`config.mk`:
```
export PLATFORM = sky130hd
export DESIGN_NAME = vwap_window_accumulator
export DESIGN_NICKNAME = d
export VERILOG_FILES = /design/src/design/vwa_pkg.sv /design/src/design/vwap_window_accumulator.sv /design/src/design/vwa_divider.sv /design/src/design/vwa_datapath.sv /design/src/design/vwa_controller.sv
export SDC_FILE = /design/constraint.sdc
export NUM_CORES = 2
export LEC_CHECK = 0
export BUFFER_PORTS_ARGS = -buffer_cell sky130_fd_sc_hd__buf_2
export CAP_MARGIN = 20
export CORE_MARGIN = 4
export CORE_UTILIZATION = 60
export CTS_CLUSTER_SIZE = 40
export DETAILED_ROUTE_END_ITERATION = 7
export GPL_ROUTABILITY_DRIVEN = 0
export HOLD_SLACK_MARGIN = 0.15
export PLACE_DENSITY = 0.76
export SYNTH_ARGS = -nofsm -noshare
export SYNTH_HDL_FRONTEND = slang
export SYNTH_HIERARCHICAL = 1
export SYNTH_SLANG_ARGS = --single-unit
```
`constraint.sdc`:
```
create_clock -name clock -period 8.4 [get_ports clock]
set_clock_uncertainty 0.1 [all_clocks]
set_input_delay 1.26 -clock clock [delete_from_list [all_inputs] [get_ports clock]]
set_output_delay 1.26 -clock clock [all_outputs]
set_load 0.05 [all_outputs]
```
`src/design/vwa_pkg.sv`:
```
// Package for the VWAP window accumulator: request and response payload
// structs, controller command and status structs, and shared codes.
// No dependencies.
package vwa_pkg;

   typedef struct packed {
      logic        first_of_run;
      logic        last_of_trades;
      logic [46:0] trade_time;
      logic [30:0] trade_price;
      logic [23:0] trade_qty;
      logic        volume_eligible;
      logic        avg_px_eligible;
      logic        is_block;
      logic [7:0]  venue_code;
   } req_type;

   typedef struct packed {
      logic [31:0] window_count;
      logic [47:0] total_volume;
      logic [30:0] vwap_price;
      logic        notional_overflow;
   } rsp_type;

   typedef struct packed {
      logic capture;
      logic eval;
      logic update;
      logic div_start;
      logic load_rsp;
   } cmd_type;

   typedef struct packed {
      logic emit;
      logic div_busy;
   } status_type;

   localparam logic [2:0] REG_WINDOW_MODE  = 3'd0;
   localparam logic [2:0] REG_SIDE         = 3'd1;
   localparam logic [2:0] REG_FLAVOR       = 3'd2;
   localparam logic [2:0] REG_LIMIT_ENABLE = 3'd3;
   localparam logic [2:0] REG_LIMIT_PRICE  = 3'd4;
   localparam logic [2:0] REG_START_TIME   = 3'd5;
   localparam logic [2:0] REG_END_TIME     = 3'd6;
   localparam logic [2:0] REG_TARGET       = 3'd7;

   localparam logic [1:0] MODE_TIME      = 2'd0;
   localparam logic [1:0] MODE_VOLUME    = 2'd1;
   localparam logic [1:0] MODE_TICKS_FWD = 2'd2;
   localparam logic [1:0] MODE_TICKS_REV = 2'd3;

   localparam logic [1:0] SIDE_BUY  = 2'd0;
   localparam logic [1:0] SIDE_SELL = 2'd1;

   localparam logic [2:0] FLV_ELIGIBLE = 3'd0;
   localparam logic [2:0] FLV_REGULAR  = 3'd1;
   localparam logic [2:0] FLV_EXCHANGE = 3'd2;
   localparam logic [2:0] FLV_BLOCK    = 3'd3;
   localparam logic [2:0] FLV_OFFEX    = 3'd4;

   localparam logic [7:0] CHAR_OFFEX = 8'h44;

   localparam int DIV_STEPS     = 64;
   localparam int DIV_STEP_BITS = 6;

endpackage

```
`src/design/vwap_window_accumulator.sv`:
```
// VWAP window accumulator, top level. Depends on vwa_pkg, vwa_controller, vwa_datapath.
// A request that gives no response passes the evaluate and update states; the next request
// is accepted once the controller is back in idle. A request that closes the window also
// passes the start, divide and load states; the bit-serial divider yields one quotient bit per
// cycle. A pending response waits in an output register while the next request is accepted.
// Synchronous reset clears the configuration to zero, closes the window, drops any response.
module vwap_window_accumulator (
   input  logic             clock,
   input  logic             reset,
   input  logic             req_valid,
   output logic             req_stall,
   input  vwa_pkg::req_type req_data,
   output logic             rsp_valid,
   input  logic             rsp_stall,
   output vwa_pkg::rsp_type rsp_data,
   input  logic             csr_write,
   input  logic [2:0]       csr_index,
   input  logic [46:0]      csr_data
);
   import vwa_pkg::*;

   cmd_type    cmd;
   status_type status;

   vwa_controller u_controller (
      .clock     (clock),
      .reset     (reset),
      .req_valid (req_valid),
      .req_stall (req_stall),
      .rsp_valid (rsp_valid),
      .rsp_stall (rsp_stall),
      .status    (status),
      .cmd       (cmd)
   );

   vwa_datapath u_datapath (
      .clock     (clock),
      .reset     (reset),
      .csr_write (csr_write),
      .csr_index (csr_index),
      .csr_data  (csr_data),
      .req_data  (req_data),
      .cmd       (cmd),
      .status    (status),
      .rsp_data  (rsp_data)
   );

   a_one_command: assert property (@(posedge clock) disable iff (reset)
      $onehot0({cmd.capture, cmd.eval, cmd.update, cmd.div_start, cmd.load_rsp}))
      else $error("More than one command is active.");

   a_div_starts: assert property (@(posedge clock) disable iff (reset)
      cmd.div_start |=> status.div_busy)
      else $error("Divider did not start.");

   a_no_req_while_div: assert property (@(posedge clock) disable iff (reset)
      status.div_busy |-> req_stall)
      else $error("Request channel open while the divider runs.");

   a_load_sets_valid: assert property (@(posedge clock) disable iff (reset)
      cmd.load_rsp |=> rsp_valid)
      else $error("Loaded response is not presented.");

endmodule

```
`src/design/vwa_divider.sv`:
```
// Bit-serial restoring divider: 64-bit notional by 48-bit volume,
// one quotient bit per cycle. Depends on vwa_pkg.
module vwa_divider (
   input  logic        clock,
   input  logic        reset,
   input  logic        start,
   input  logic [63:0] dividend,
   input  logic [47:0] divisor,
   output logic        busy,
   output logic [63:0] quotient
);
   import vwa_pkg::*;

   logic                     busy_ff, busy_in;
   logic [DIV_STEP_BITS-1:0] step_ff, step_in;
   logic [47:0]              rem_ff, rem_in;
   logic [63:0]              quo_ff, quo_in;
   logic [48:0]              trial;
   logic [48:0]              diff;
   logic                     ge;

   always_comb begin
      trial   = {rem_ff, quo_ff[63]};
      ge      = trial >= {1'b0, divisor};
      diff    = trial - {1'b0, divisor};
      busy_in = busy_ff;
      step_in = step_ff;
      rem_in  = rem_ff;
      quo_in  = quo_ff;
      if (start) begin
         busy_in = 1'b1;
         step_in = DIV_STEP_BITS'(DIV_STEPS - 1);
         rem_in  = '0;
         quo_in  = dividend;
      end else if (busy_ff) begin
         rem_in  = ge ? diff[47:0] : trial[47:0];
         quo_in  = {quo_ff[62:0], ge};
         step_in = step_ff - 1'b1;
         if (step_ff == '0) begin
            busy_in = 1'b0;
         end
      end
   end

   always_ff @(posedge clock) begin
      if (reset) begin
         busy_ff <= 1'b0;
         step_ff <= '0;
      end else begin
         busy_ff <= busy_in;
         step_ff <= step_in;
      end
      rem_ff <= rem_in;
      quo_ff <= quo_in;
   end

   assign busy     = busy_ff;
   assign quotient = quo_ff;

endmodule

```
`src/design/vwa_datapath.sv`:
```
// Datapath: configuration registers, trade filter, window decision,
// multiply-accumulate, divider and response register.
// Depends on vwa_pkg and vwa_divider.
module vwa_datapath (
   input  logic                clock,
   input  logic                reset,
   input  logic                csr_write,
   input  logic [2:0]          csr_index,
   input  logic [46:0]         csr_data,
   input  vwa_pkg::req_type    req_data,
   input  vwa_pkg::cmd_type    cmd,
   output vwa_pkg::status_type status,
   output vwa_pkg::rsp_type    rsp_data
);
   import vwa_pkg::*;

   logic [1:0]  mode_ff, mode_in;
   logic [1:0]  side_ff, side_in;
   logic [2:0]  flavor_ff, flavor_in;
   logic        limit_en_ff, limit_en_in;
   logic [30:0] limit_price_ff, limit_price_in;
   logic [46:0] start_ff, start_in;
   logic [46:0] end_ff, end_in;
   logic [39:0] target_ff, target_in;

   req_type     trade_ff, trade_in;
   logic        open_ff, open_in;
   logic [40:0] rem_ff, rem_in;
   logic        add_ff, add_in;
   logic        emit_ff, emit_in;
   logic [54:0] prod_ff, prod_in;
   logic [31:0] count_ff, count_in;
   logic [47:0] volume_ff, volume_in;
   logic [63:0] notional_ff, notional_in;
   logic        ovf_ff, ovf_in;
   rsp_type     rsp_ff, rsp_in;

   logic        first;
   logic        open_eff;
   logic [40:0] rem_eff;
   logic [40:0] rem_next;
   logic [40:0] dec;
   logic        price_ok;
   logic        base_ok;
   logic        pass;
   logic        at_start;
   logic        done_c;
   logic        add_c;
   logic        emit_c;

   logic [31:0] base_count;
   logic [47:0] base_volume;
   logic [63:0] base_notional;
   logic [48:0] volume_wide;
   logic [64:0] notional_wide;

   logic        div_busy;
   logic [63:0] quotient;
   logic [30:0] vwap;

   vwa_divider u_divider (
      .clock    (clock),
      .reset    (reset),
      .start    (cmd.div_start),
      .dividend (notional_ff),
      .divisor  (volume_ff),
      .busy     (div_busy),
      .quotient (quotient)
   );

   always_comb begin
      mode_in        = mode_ff;
      side_in        = side_ff;
      flavor_in      = flavor_ff;
      limit_en_in    = limit_en_ff;
      limit_price_in = limit_price_ff;
      start_in       = start_ff;
      end_in         = end_ff;
      target_in      = target_ff;
      if (csr_write) begin
         case (csr_index)
            REG_WINDOW_MODE:  mode_in        = csr_data[1:0];
            REG_SIDE:         side_in        = csr_data[1:0];
            REG_FLAVOR:       flavor_in      = csr_data[2:0];
            REG_LIMIT_ENABLE: limit_en_in    = csr_data[0];
            REG_LIMIT_PRICE:  limit_price_in = csr_data[30:0];
            REG_START_TIME:   start_in       = csr_data;
            REG_END_TIME:     end_in         = csr_data;
            REG_TARGET:       target_in      = csr_data[39:0];
            default:          mode_in        = mode_ff;
         endcase
      end
   end

   // Filter and window decision for the captured trade.
   always_comb begin
      first    = trade_ff.first_of_run;
      open_eff = first | open_ff;
      rem_eff  = first ? {1'b0, target_ff} : rem_ff;
      at_start = trade_ff.trade_time == start_ff;

      case (side_ff)
         SIDE_BUY:  price_ok = limit_price_ff >= trade_ff.trade_price;
         SIDE_SELL: price_ok = limit_price_ff <= trade_ff.trade_price;
         default:   price_ok = 1'b0;
      endcase
      base_ok = trade_ff.volume_eligible & (~limit_en_ff | price_ok);

      case (flavor_ff)
         FLV_ELIGIBLE: pass = base_ok;
         FLV_REGULAR:  pass = base_ok & trade_ff.avg_px_eligible;
         FLV_EXCHANGE: pass = base_ok & trade_ff.avg_px_eligible &
                              (trade_ff.venue_code != CHAR_OFFEX);
         FLV_BLOCK:    pass = base_ok & trade_ff.avg_px_eligible & trade_ff.is_block;
         FLV_OFFEX:    pass = base_ok & trade_ff.avg_px_eligible &
                              (trade_ff.venue_code == CHAR_OFFEX);
         default:      pass = base_ok;
      endcase

      case (mode_ff)
         MODE_VOLUME:    dec = {17'd0, trade_ff.trade_qty};
         MODE_TICKS_FWD: dec = 41'd1;
         MODE_TICKS_REV: dec = 41'd1;
         default:        dec = 41'd1;
      endcase

      done_c   = 1'b0;
      add_c    = 1'b0;
      rem_next = rem_eff;
      if (mode_ff == MODE_TIME) begin
         if (start_ff <= end_ff) begin
            done_c = trade_ff.trade_time > end_ff;
            add_c  = ~done_c & pass;
         end else if (first) begin
            add_c = at_start & pass;
         end else begin
            done_c = trade_ff.trade_time < end_ff;
            add_c  = ~done_c & pass;
         end
      end else begin
         add_c = pass & (rem_eff != '0) &
                 ~((mode_ff == MODE_TICKS_REV) & first & ~at_start);
         if (add_c) begin
            rem_next = (dec >= rem_eff) ? '0 : rem_eff - dec;
         end
         done_c = rem_next == '0;
      end
      emit_c = open_eff & (done_c | trade_ff.last_of_trades);
   end

   always_comb begin
      trade_in = cmd.capture ? req_data : trade_ff;
      open_in  = open_ff;
      rem_in   = rem_ff;
      add_in   = add_ff;
      emit_in  = emit_ff;
      prod_in  = prod_ff;
      if (cmd.eval) begin
         open_in = open_eff & ~emit_c;
         rem_in  = open_eff ? rem_next : rem_ff;
         add_in  = open_eff & add_c;
         emit_in = emit_c;
         prod_in = 55'(trade_ff.trade_price) * 55'(trade_ff.trade_qty);
      end
   end

   // Accumulation with saturation; a new run starts from zero.
   always_comb begin
      base_count    = first ? '0 : count_ff;
      base_volume   = first ? '0 : volume_ff;
      base_notional = first ? '0 : notional_ff;
      volume_wide   = {1'b0, base_volume} + {25'd0, trade_ff.trade_qty};
      notional_wide = {1'b0, base_notional} + {10'd0, prod_ff};
      count_in      = count_ff;
      volume_in     = volume_ff;
      notional_in   = notional_ff;
      ovf_in        = ovf_ff;
      if (cmd.update) begin
         count_in    = base_count;
         volume_in   = base_volume;
         notional_in = base_notional;
         ovf_in      = ~first & ovf_ff;
         if (add_ff) begin
            count_in    = (base_count == '1) ? base_count : base_count + 1'b1;
            volume_in   = volume_wide[48] ? '1 : volume_wide[47:0];
            notional_in = notional_wide[64] ? '1 : notional_wide[63:0];
            ovf_in      = ovf_in | notional_wide[64];
         end
      end
   end

   always_comb begin
      if (volume_ff == '0) begin
         vwap = '0;
      end else if (quotient[63:31] != '0) begin
         vwap = '1;
      end else begin
         vwap = quotient[30:0];
      end
      rsp_in = rsp_ff;
      if (cmd.load_rsp) begin
         rsp_in.window_count      = count_ff;
         rsp_in.total_volume      = volume_ff;
         rsp_in.vwap_price        = vwap;
         rsp_in.notional_overflow = ovf_ff;
      end
   end

   always_ff @(posedge clock) begin
      if (reset) begin
         mode_ff        <= MODE_TIME;
         side_ff        <= SIDE_BUY;
         flavor_ff      <= FLV_ELIGIBLE;
         limit_en_ff    <= 1'b0;
         limit_price_ff <= '0;
         start_ff       <= '0;
         end_ff         <= '0;
         target_ff      <= '0;
         open_ff        <= 1'b0;
         rem_ff         <= '0;
         add_ff         <= 1'b0;
         emit_ff        <= 1'b0;
         count_ff       <= '0;
         volume_ff      <= '0;
         notional_ff    <= '0;
         ovf_ff         <= 1'b0;
      end else begin
         mode_ff        <= mode_in;
         side_ff        <= side_in;
         flavor_ff      <= flavor_in;
         limit_en_ff    <= limit_en_in;
         limit_price_ff <= limit_price_in;
         start_ff       <= start_in;
         end_ff         <= end_in;
         target_ff      <= target_in;
         open_ff        <= open_in;
         rem_ff         <= rem_in;
         add_ff         <= add_in;
         emit_ff        <= emit_in;
         count_ff       <= count_in;
         volume_ff      <= volume_in;
         notional_ff    <= notional_in;
         ovf_ff         <= ovf_in;
      end
      trade_ff <= trade_in;
      prod_ff  <= prod_in;
      rsp_ff   <= rsp_in;
   end

   assign status.emit     = emit_ff;
   assign status.div_busy = div_busy;
   assign rsp_data        = rsp_ff;

endmodule

```
`src/design/vwa_controller.sv`:
```
// Controller state machine: sequences capture, evaluation, accumulation,
// division and the response handshake. Depends on vwa_pkg.
module vwa_controller (
   input  logic                clock,
   input  logic                reset,
   input  logic                req_valid,
   output logic                req_stall,
   output logic                rsp_valid,
   input  logic                rsp_stall,
   input  vwa_pkg::status_type status,
   output vwa_pkg::cmd_type    cmd
);
   import vwa_pkg::*;

   typedef enum logic [5:0] {
      ST_IDLE   = 6'b000001,
      ST_EVAL   = 6'b000010,
      ST_UPDATE = 6'b000100,
      ST_START  = 6'b001000,
      ST_DIVIDE = 6'b010000,
      ST_LOAD   = 6'b100000
   } state_type;

   state_type state_ff, state_in;
   logic      rsp_valid_ff, rsp_valid_in;

   always_comb begin
      state_in     = state_ff;
      cmd          = '0;
      rsp_valid_in = rsp_valid_ff & rsp_stall;
      case (state_ff)
         ST_IDLE: begin
            if (req_valid) begin
               cmd.capture = 1'b1;
               state_in    = ST_EVAL;
            end
         end
         ST_EVAL: begin
            cmd.eval = 1'b1;
            state_in = ST_UPDATE;
         end
         ST_UPDATE: begin
            cmd.update = 1'b1;
            state_in   = status.emit ? ST_START : ST_IDLE;
         end
         ST_START: begin
            cmd.div_start = 1'b1;
            state_in      = ST_DIVIDE;
         end
         ST_DIVIDE: begin
            if (!status.div_busy) begin
               state_in = ST_LOAD;
            end
         end
         ST_LOAD: begin
            if (!rsp_valid_ff || !rsp_stall) begin
               cmd.load_rsp = 1'b1;
               rsp_valid_in = 1'b1;
               state_in     = ST_IDLE;
            end
         end
         default: begin
            state_in = ST_IDLE;
         end
      endcase
   end

   always_ff @(posedge clock) begin
      if (reset) begin
         state_ff     <= ST_IDLE;
         rsp_valid_ff <= 1'b0;
      end else begin
         state_ff     <= state_in;
         rsp_valid_ff <= rsp_valid_in;
      end
   end

   assign req_stall = state_ff != ST_IDLE;
   assign rsp_valid = rsp_valid_ff;

endmodule

```
Yosys cells after proc, flatten, opt, wreduce, memory -nomap -nowiden
Cells that the tools add are included.
- register bits: 770
- latch bits: 0
- RAM bits: 0
- ROM bits: 0
- input port bits: 170
- word-level logic and storage cells: 175
- memories kept: 0
- add/sub/neg operators: 6
- multipliers: 1
- divide/modulo/power cells: 0
- order comparisons: 7
- equality and inequality tests: 28
- shift-type cells: 0
- multiplexer cells: 47
- bitwise logic cells: 28
- reduce and logical (&&, ||, !) cells: 22
- operators with widths (operator ; number):
    $mux W64 ; 5
    $mux W41 ; 5
    $mux W48 ; 4
    $mux W32 ; 3
    $add A64 B55 Y65 ; 1
    $mul A31 B24 Y55 ; 1
    $add A48 B24 Y49 ; 1
    $ge A49 B48 Y1 ; 1
    $logic_not A48 Y1 ; 1
    $sub A48 B48 Y48 ; 1
    $eq A47 B47 Y1 ; 1
    $gt A47 B47 Y1 ; 1
    $le A47 B47 Y1 ; 1
    $lt A47 B47 Y1 ; 1
    $ge A24 B41 Y1 ; 1
    $logic_not A41 Y1 ; 1
    $reduce_bool A41 Y1 ; 1
    $sub A41 B24 Y41 ; 1
    $pmux W6 S6 ; 1
    $reduce_bool A33 Y1 ; 1
    $add A32 B1 Y32 const B ; 1
    $eq A32 B32 Y1 const B ; 1
    $ge A31 B31 Y1 ; 1
    $le A31 B31 Y1 ; 1
    35 further kinds ; 102

Logic depth before layout (Yosys ltp)
- word-level depth: 17
- gate-level depth with buffers: 28
- mapped depth without buffers: 27

Hierarchy
The synthesis kept the hierarchy.
- by module, submodules not included (module ; instances ; cells each ; area each (um^2) ; sequential area each (um^2)):
    vwa_datapath ; 1 ; 6500 ; 58513.6 ; 15715.1
    vwa_divider ; 1 ; 865 ; 7997.7 ; 3022.9
    vwa_controller ; 1 ; 39 ; 350.3 ; 140.1

Least setup slack after synthesis
OpenSTA, ideal clock, no wires.
- path kind: register -> register
- start point: reg u_datapath/trade_ff[28] in the netlist's numbering
- end point: reg u_datapath.prod_ff[53] (data pin)
- data arrival time: 7.207 ns
- slack: 0.831 ns
- stages on the path, launching flop included: 28
- period minus slack after synthesis: 7.569 ns
- path through: edfxtp_1 -> clkbuf_1 -> nand2_1 -> fa_1 -> inv_1 -> fa_1 -> inv_1 -> fa_1 -> inv_1 -> fa_1 -> fa_1 -> fa_1 -> inv_1 -> fa_1 -> inv_1 -> ha_1 -> clkbuf_1 -> a21o_1 -> a21o_1 -> a21oi_1 -> a21boi_0 -> o31ai_1 -> o21ai_1 -> a2111oi_0 -> o41ai_1 -> a221oi_1 -> o21bai_1 -> xor2_1
- word-level cells in the longest chain between the ends: 1
- RTL lines (what ; RTL line ; text):
    from (decl) ; vwa_datapath.sv:26 ; req_type trade_ff, trade_in;
    from (signal assigned) ; vwa_datapath.sv:245 ; trade_ff <= trade_in;
    $mul A31 B24 Y55 ; vwa_datapath.sv:163 ; prod_in = 55'(trade_ff.trade_price) * 55'(trade_ff.trade_qty);
    to (signal assigned) ; vwa_datapath.sv:246 ; prod_ff <= prod_in;
    to (decl) ; vwa_datapath.sv:31 ; logic [54:0] prod_ff, prod_in;
Every way passes these cells.
A chain may end at the register's enable or synchronous reset.

Worst setup path in the final report
- start point: reg u_datapath/trade_ff[42] in the netlist's numbering
- end point: reg u_datapath.prod_ff[52] (data pin)
The elaborated chain is that of the path after synthesis.

==> metrics.md <==
| Metric | Value |
|---|---|
| Sequential Area | `around 19000 um2` |
| DR DRC count | `0` |
| Worst hold path type | `reg -> reg` |
| Max Fclk | `around 120 MHz` |
| Post-Syn Nets | `8673` |
| Synth-to-layout area growth | `9.17%` |
| CTS buffer count | `87` |
| Post-synth top flop | `dfxtp_1` |
| Final hold vios | `0` |
| Avg Inst Size Synth | `9.03 um2` |
| CP Launch Type | `flop` |
| Num Clock Sinks | `770` |
| NumNets Final | `8807` |
| Share of layout cells above drive strength 1 | `0.0951` |
| Largest net degree at the start of global routing | `roughly 220` |
| Reg-to-reg slack, setup | `0.25 ns` |
| Worst-skew pair later-pin latency | `0.70 ns` |
| RSZ-0062 raised after global routing | `no` |
| Setup violations, final | `0` |
| Syn Std Cell Area | `approximately 67000 um2` |
| EDFF count, synth | `346` |
| Starting Density | `0.604` |
| Async SR Flop Fraction | `0` |
| Final slew viol count | `0` |
| Critical Path Fanout Max | `13` |
| Distinct cells, synth | `105` |
| Die X | `342 um` |
| Hpwl dp | `148 mm` |
| Final period util | `0.970` |
| Total gr overflow | `0` |
| Post-Syn Instances | `7404` |
| Final WS setup | `between 0.2 and 0.25 ns` |
| Tmin final | `8.15 ns` |
| Maximum root-to-sink buffer count | `3` |
| I/O Pins | `284` |
| CTS tree | `built` |
| Worst-path clk slew | `0.06 ns` |
| Die Y-Extent | `342 um` |
| Worst Tran Pin Value | `1.07 ns` |
| Post-Place Setup Slack | `0.104 ns` |
| Placed insts | `8919` |
| Crit Path Class | `reg -> reg` |
| H-tree Lvls | `3` |
| Post-route ant nets | `0` |
| First-pass GRT wire length | `304 mm` |
| Worst path required time | `8.71 ns` |
| Synth warn | `6` |
| Post-DR wirelength/cell | `21.2 um` |
| Status | `complete, no violations` |
| Die area | `117000 um2` |
| Clk root buf | `clkbuf_16` |
| Initial antenna violation count | `6` |
| Core area | `111000 um2` |
| CP endpoint kind | `flop` |
| Critical path arrival | `8.46 ns` |
| Post-Layout Cell Count | `9102` |
| TNS Setup | `0 ns` |
| Row Count | `between 100 and 150` |
| #FFs+latches synth | `770` |
| Buffers added on ports | `283` |
| Max transition margin | `0.286` |
| Via density | `6.02` |
| Vias in the first global route | `54348` |
| Drt first pass iters | `6` |
| Hold buffers post-CTS | `0` |
| First-iteration detailed-routing DRC count | `5504` |
| Fill cells | `around 8800` |
| Multi-input gate area | `around 43000 um2` |
| Total wire length | `slightly below 200 mm` |
| Register area share after synthesis | `0.282` |
| MaxCap Viol Count | `0` |
| Via count | `54821` |
| Total track usage | `0.329` |
-- Yosys cell counts, drive strengths merged, types with 110 or more instances --
cell type	n	share of area
nand2	1046	0.059
inv	910	0.051
fa	640	0.19
a21oi	522	0.039
ha	459	0.086
dfxtp	424	0.13
and2	374	0.035
nor2	369	0.021
edfxtp	346	0.16
clkbuf	312	0.018
o21ai	231	0.017
xnor2	142	0.019
a21o	134	0.015
xor2	116	0.015
nor3	115	0.0088
nor2b	110	0.010
-- logic make-up (layout without fill, tap and decap cells) --
family          count (synthesis)  after routing  synth area share
mux                           148            148            0.0238
other cells                     0              2                 0
fa+ha+maj                    1099           1099             0.278
simple gates                 2480           2480             0.179
buf+inv                      1284           1492            0.0740
xor+xnor                      258            258            0.0338
flops                         770            770             0.282
compound gates               1365           1365             0.130
-- metal layers --
layer	wire length (um)	track usage	vias to the layer above
met1	79400	0.450	26612
met4	7040	0.114	4
met3	22000	0.0990	447
li1	-	-	25028
met2	84400	0.499	2730
met5	21	0	-
-- metrics by stage --
stage | cell area (um2) | hold WS [ns] | utilization
after floorplan | 66900 | 0.309 | -
after global placement | 69700 | 0.322 | 0.630
after detailed placement | 69700 | 0.329 | 0.630
after CTS | 72800 | 0.337 | 0.658
after global routing | 73000 | 0.344 | 0.660
final | 73000 | 0.335 | 0.660
-- cells in the final DEF, fill, tap and decap left out, drive strengths merged, types with 11 or more instances in the layout --
| cell | count |
|---|---|
| mux2 | 84 |
| nand2 | 1046 |
| a2111oi | 13 |
| nor3 | 115 |
| a211oi | 101 |
| buf | 418 |
| a21o | 134 |
| xor2 | 116 |
| dfxtp | 424 |
| nor2 | 369 |
| clkinv | 34 |
| a31oi | 33 |
| and3 | 43 |
| nor4 | 58 |
| nor3b | 16 |
| nand4 | 100 |
| o21ai | 231 |
| edfxtp | 346 |
| ha | 459 |
| clkbuf | 106 |
| or2 | 15 |
| nand3 | 89 |
| mux2i | 64 |
| and2 | 374 |
| inv | 920 |
| nor2b | 110 |
| a41oi | 11 |
| o31ai | 19 |
| nand2b | 43 |
| o211ai | 36 |
| or3 | 25 |
| o21bai | 34 |
| xnor2 | 142 |
| a22oi | 11 |
| a21boi | 15 |
| and4 | 19 |
| o21a | 77 |
| fa | 640 |
| a21oi | 522 |
| a311oi | 39 |
-- timing repair --
item / 4_1_cts / 5_1_grt
setup endpoints to repair: 0 / 4
endpoints found under the hold margin: 0 / 0
buffers inserted: 0 / 15
resized for setup: 0 / 4
-- worst paths after layout --
check / to / start / depth (start not counted)
max: u_datapath/prod_ff[52] / u_datapath/trade_ff[42] / 23
min: u_datapath/rsp_data[0] / u_datapath/ovf_ff / 0
max reg2reg: u_datapath/prod_ff[52] / u_datapath/trade_ff[42] / 23
min reg2reg: u_datapath/rsp_data[0] / u_datapath/ovf_ff / 0
-- cell type report --
| class | instances | share of cell area |
|---|---|---|
| antenna | 2 | 0.0000686 |
| clock buffer | 106 | 0.0332 |
| clock inverter | 57 | 0.00852 |
| inverter | 911 | 0.0468 |
| multi-input combinational | 5350 | 0.591 |
| sequential | 770 | 0.259 |
| tap | 1488 | 0.0255 |
| timing repair buffer | 418 | 0.0358 |
-- state kept, by name, indices dropped and copies added (netlist names), 41 cells and up --
| register | cells |
|---|---|
| u_datapath/trade_ff | 114 |
| u_datapath/rsp_data | 112 |
| u_datapath/notional_ff | 64 |
| u_datapath/u_divider/quotient | 64 |
| u_datapath/prod_ff | 55 |
| u_datapath/u_divider/rem_ff | 48 |
| u_datapath/volume_ff | 48 |
| u_datapath/end_ff | 47 |
| u_datapath/start_ff | 47 |
| u_datapath/rem_ff | 41 |
-- critical path, stage by stage (launching register included) --
cell,delay [ns]
edfxtp_1,0.60
and2_1,0.28
fa_1,0.54
inv_1,0.06
fa_1,0.54
inv_1,0.06
fa_1,0.52
fa_1,0.44
fa_1,0.52
fa_1,0.60
inv_1,0.07
fa_1,0.53
inv_1,0.04
ha_1,0.37
a21o_1,0.21
a21o_1,0.17
a21oi_1,0.27
o211ai_1,0.20
o2111a_1,0.30
o21ai_0,0.56
o211ai_1,0.27
a31oi_1,0.29
o21ai_0,0.17
xnor2_1,0.16
Power is not shown: default switching activity piles up to over one toggle a cycle in this logic, so the estimate is an artifact.
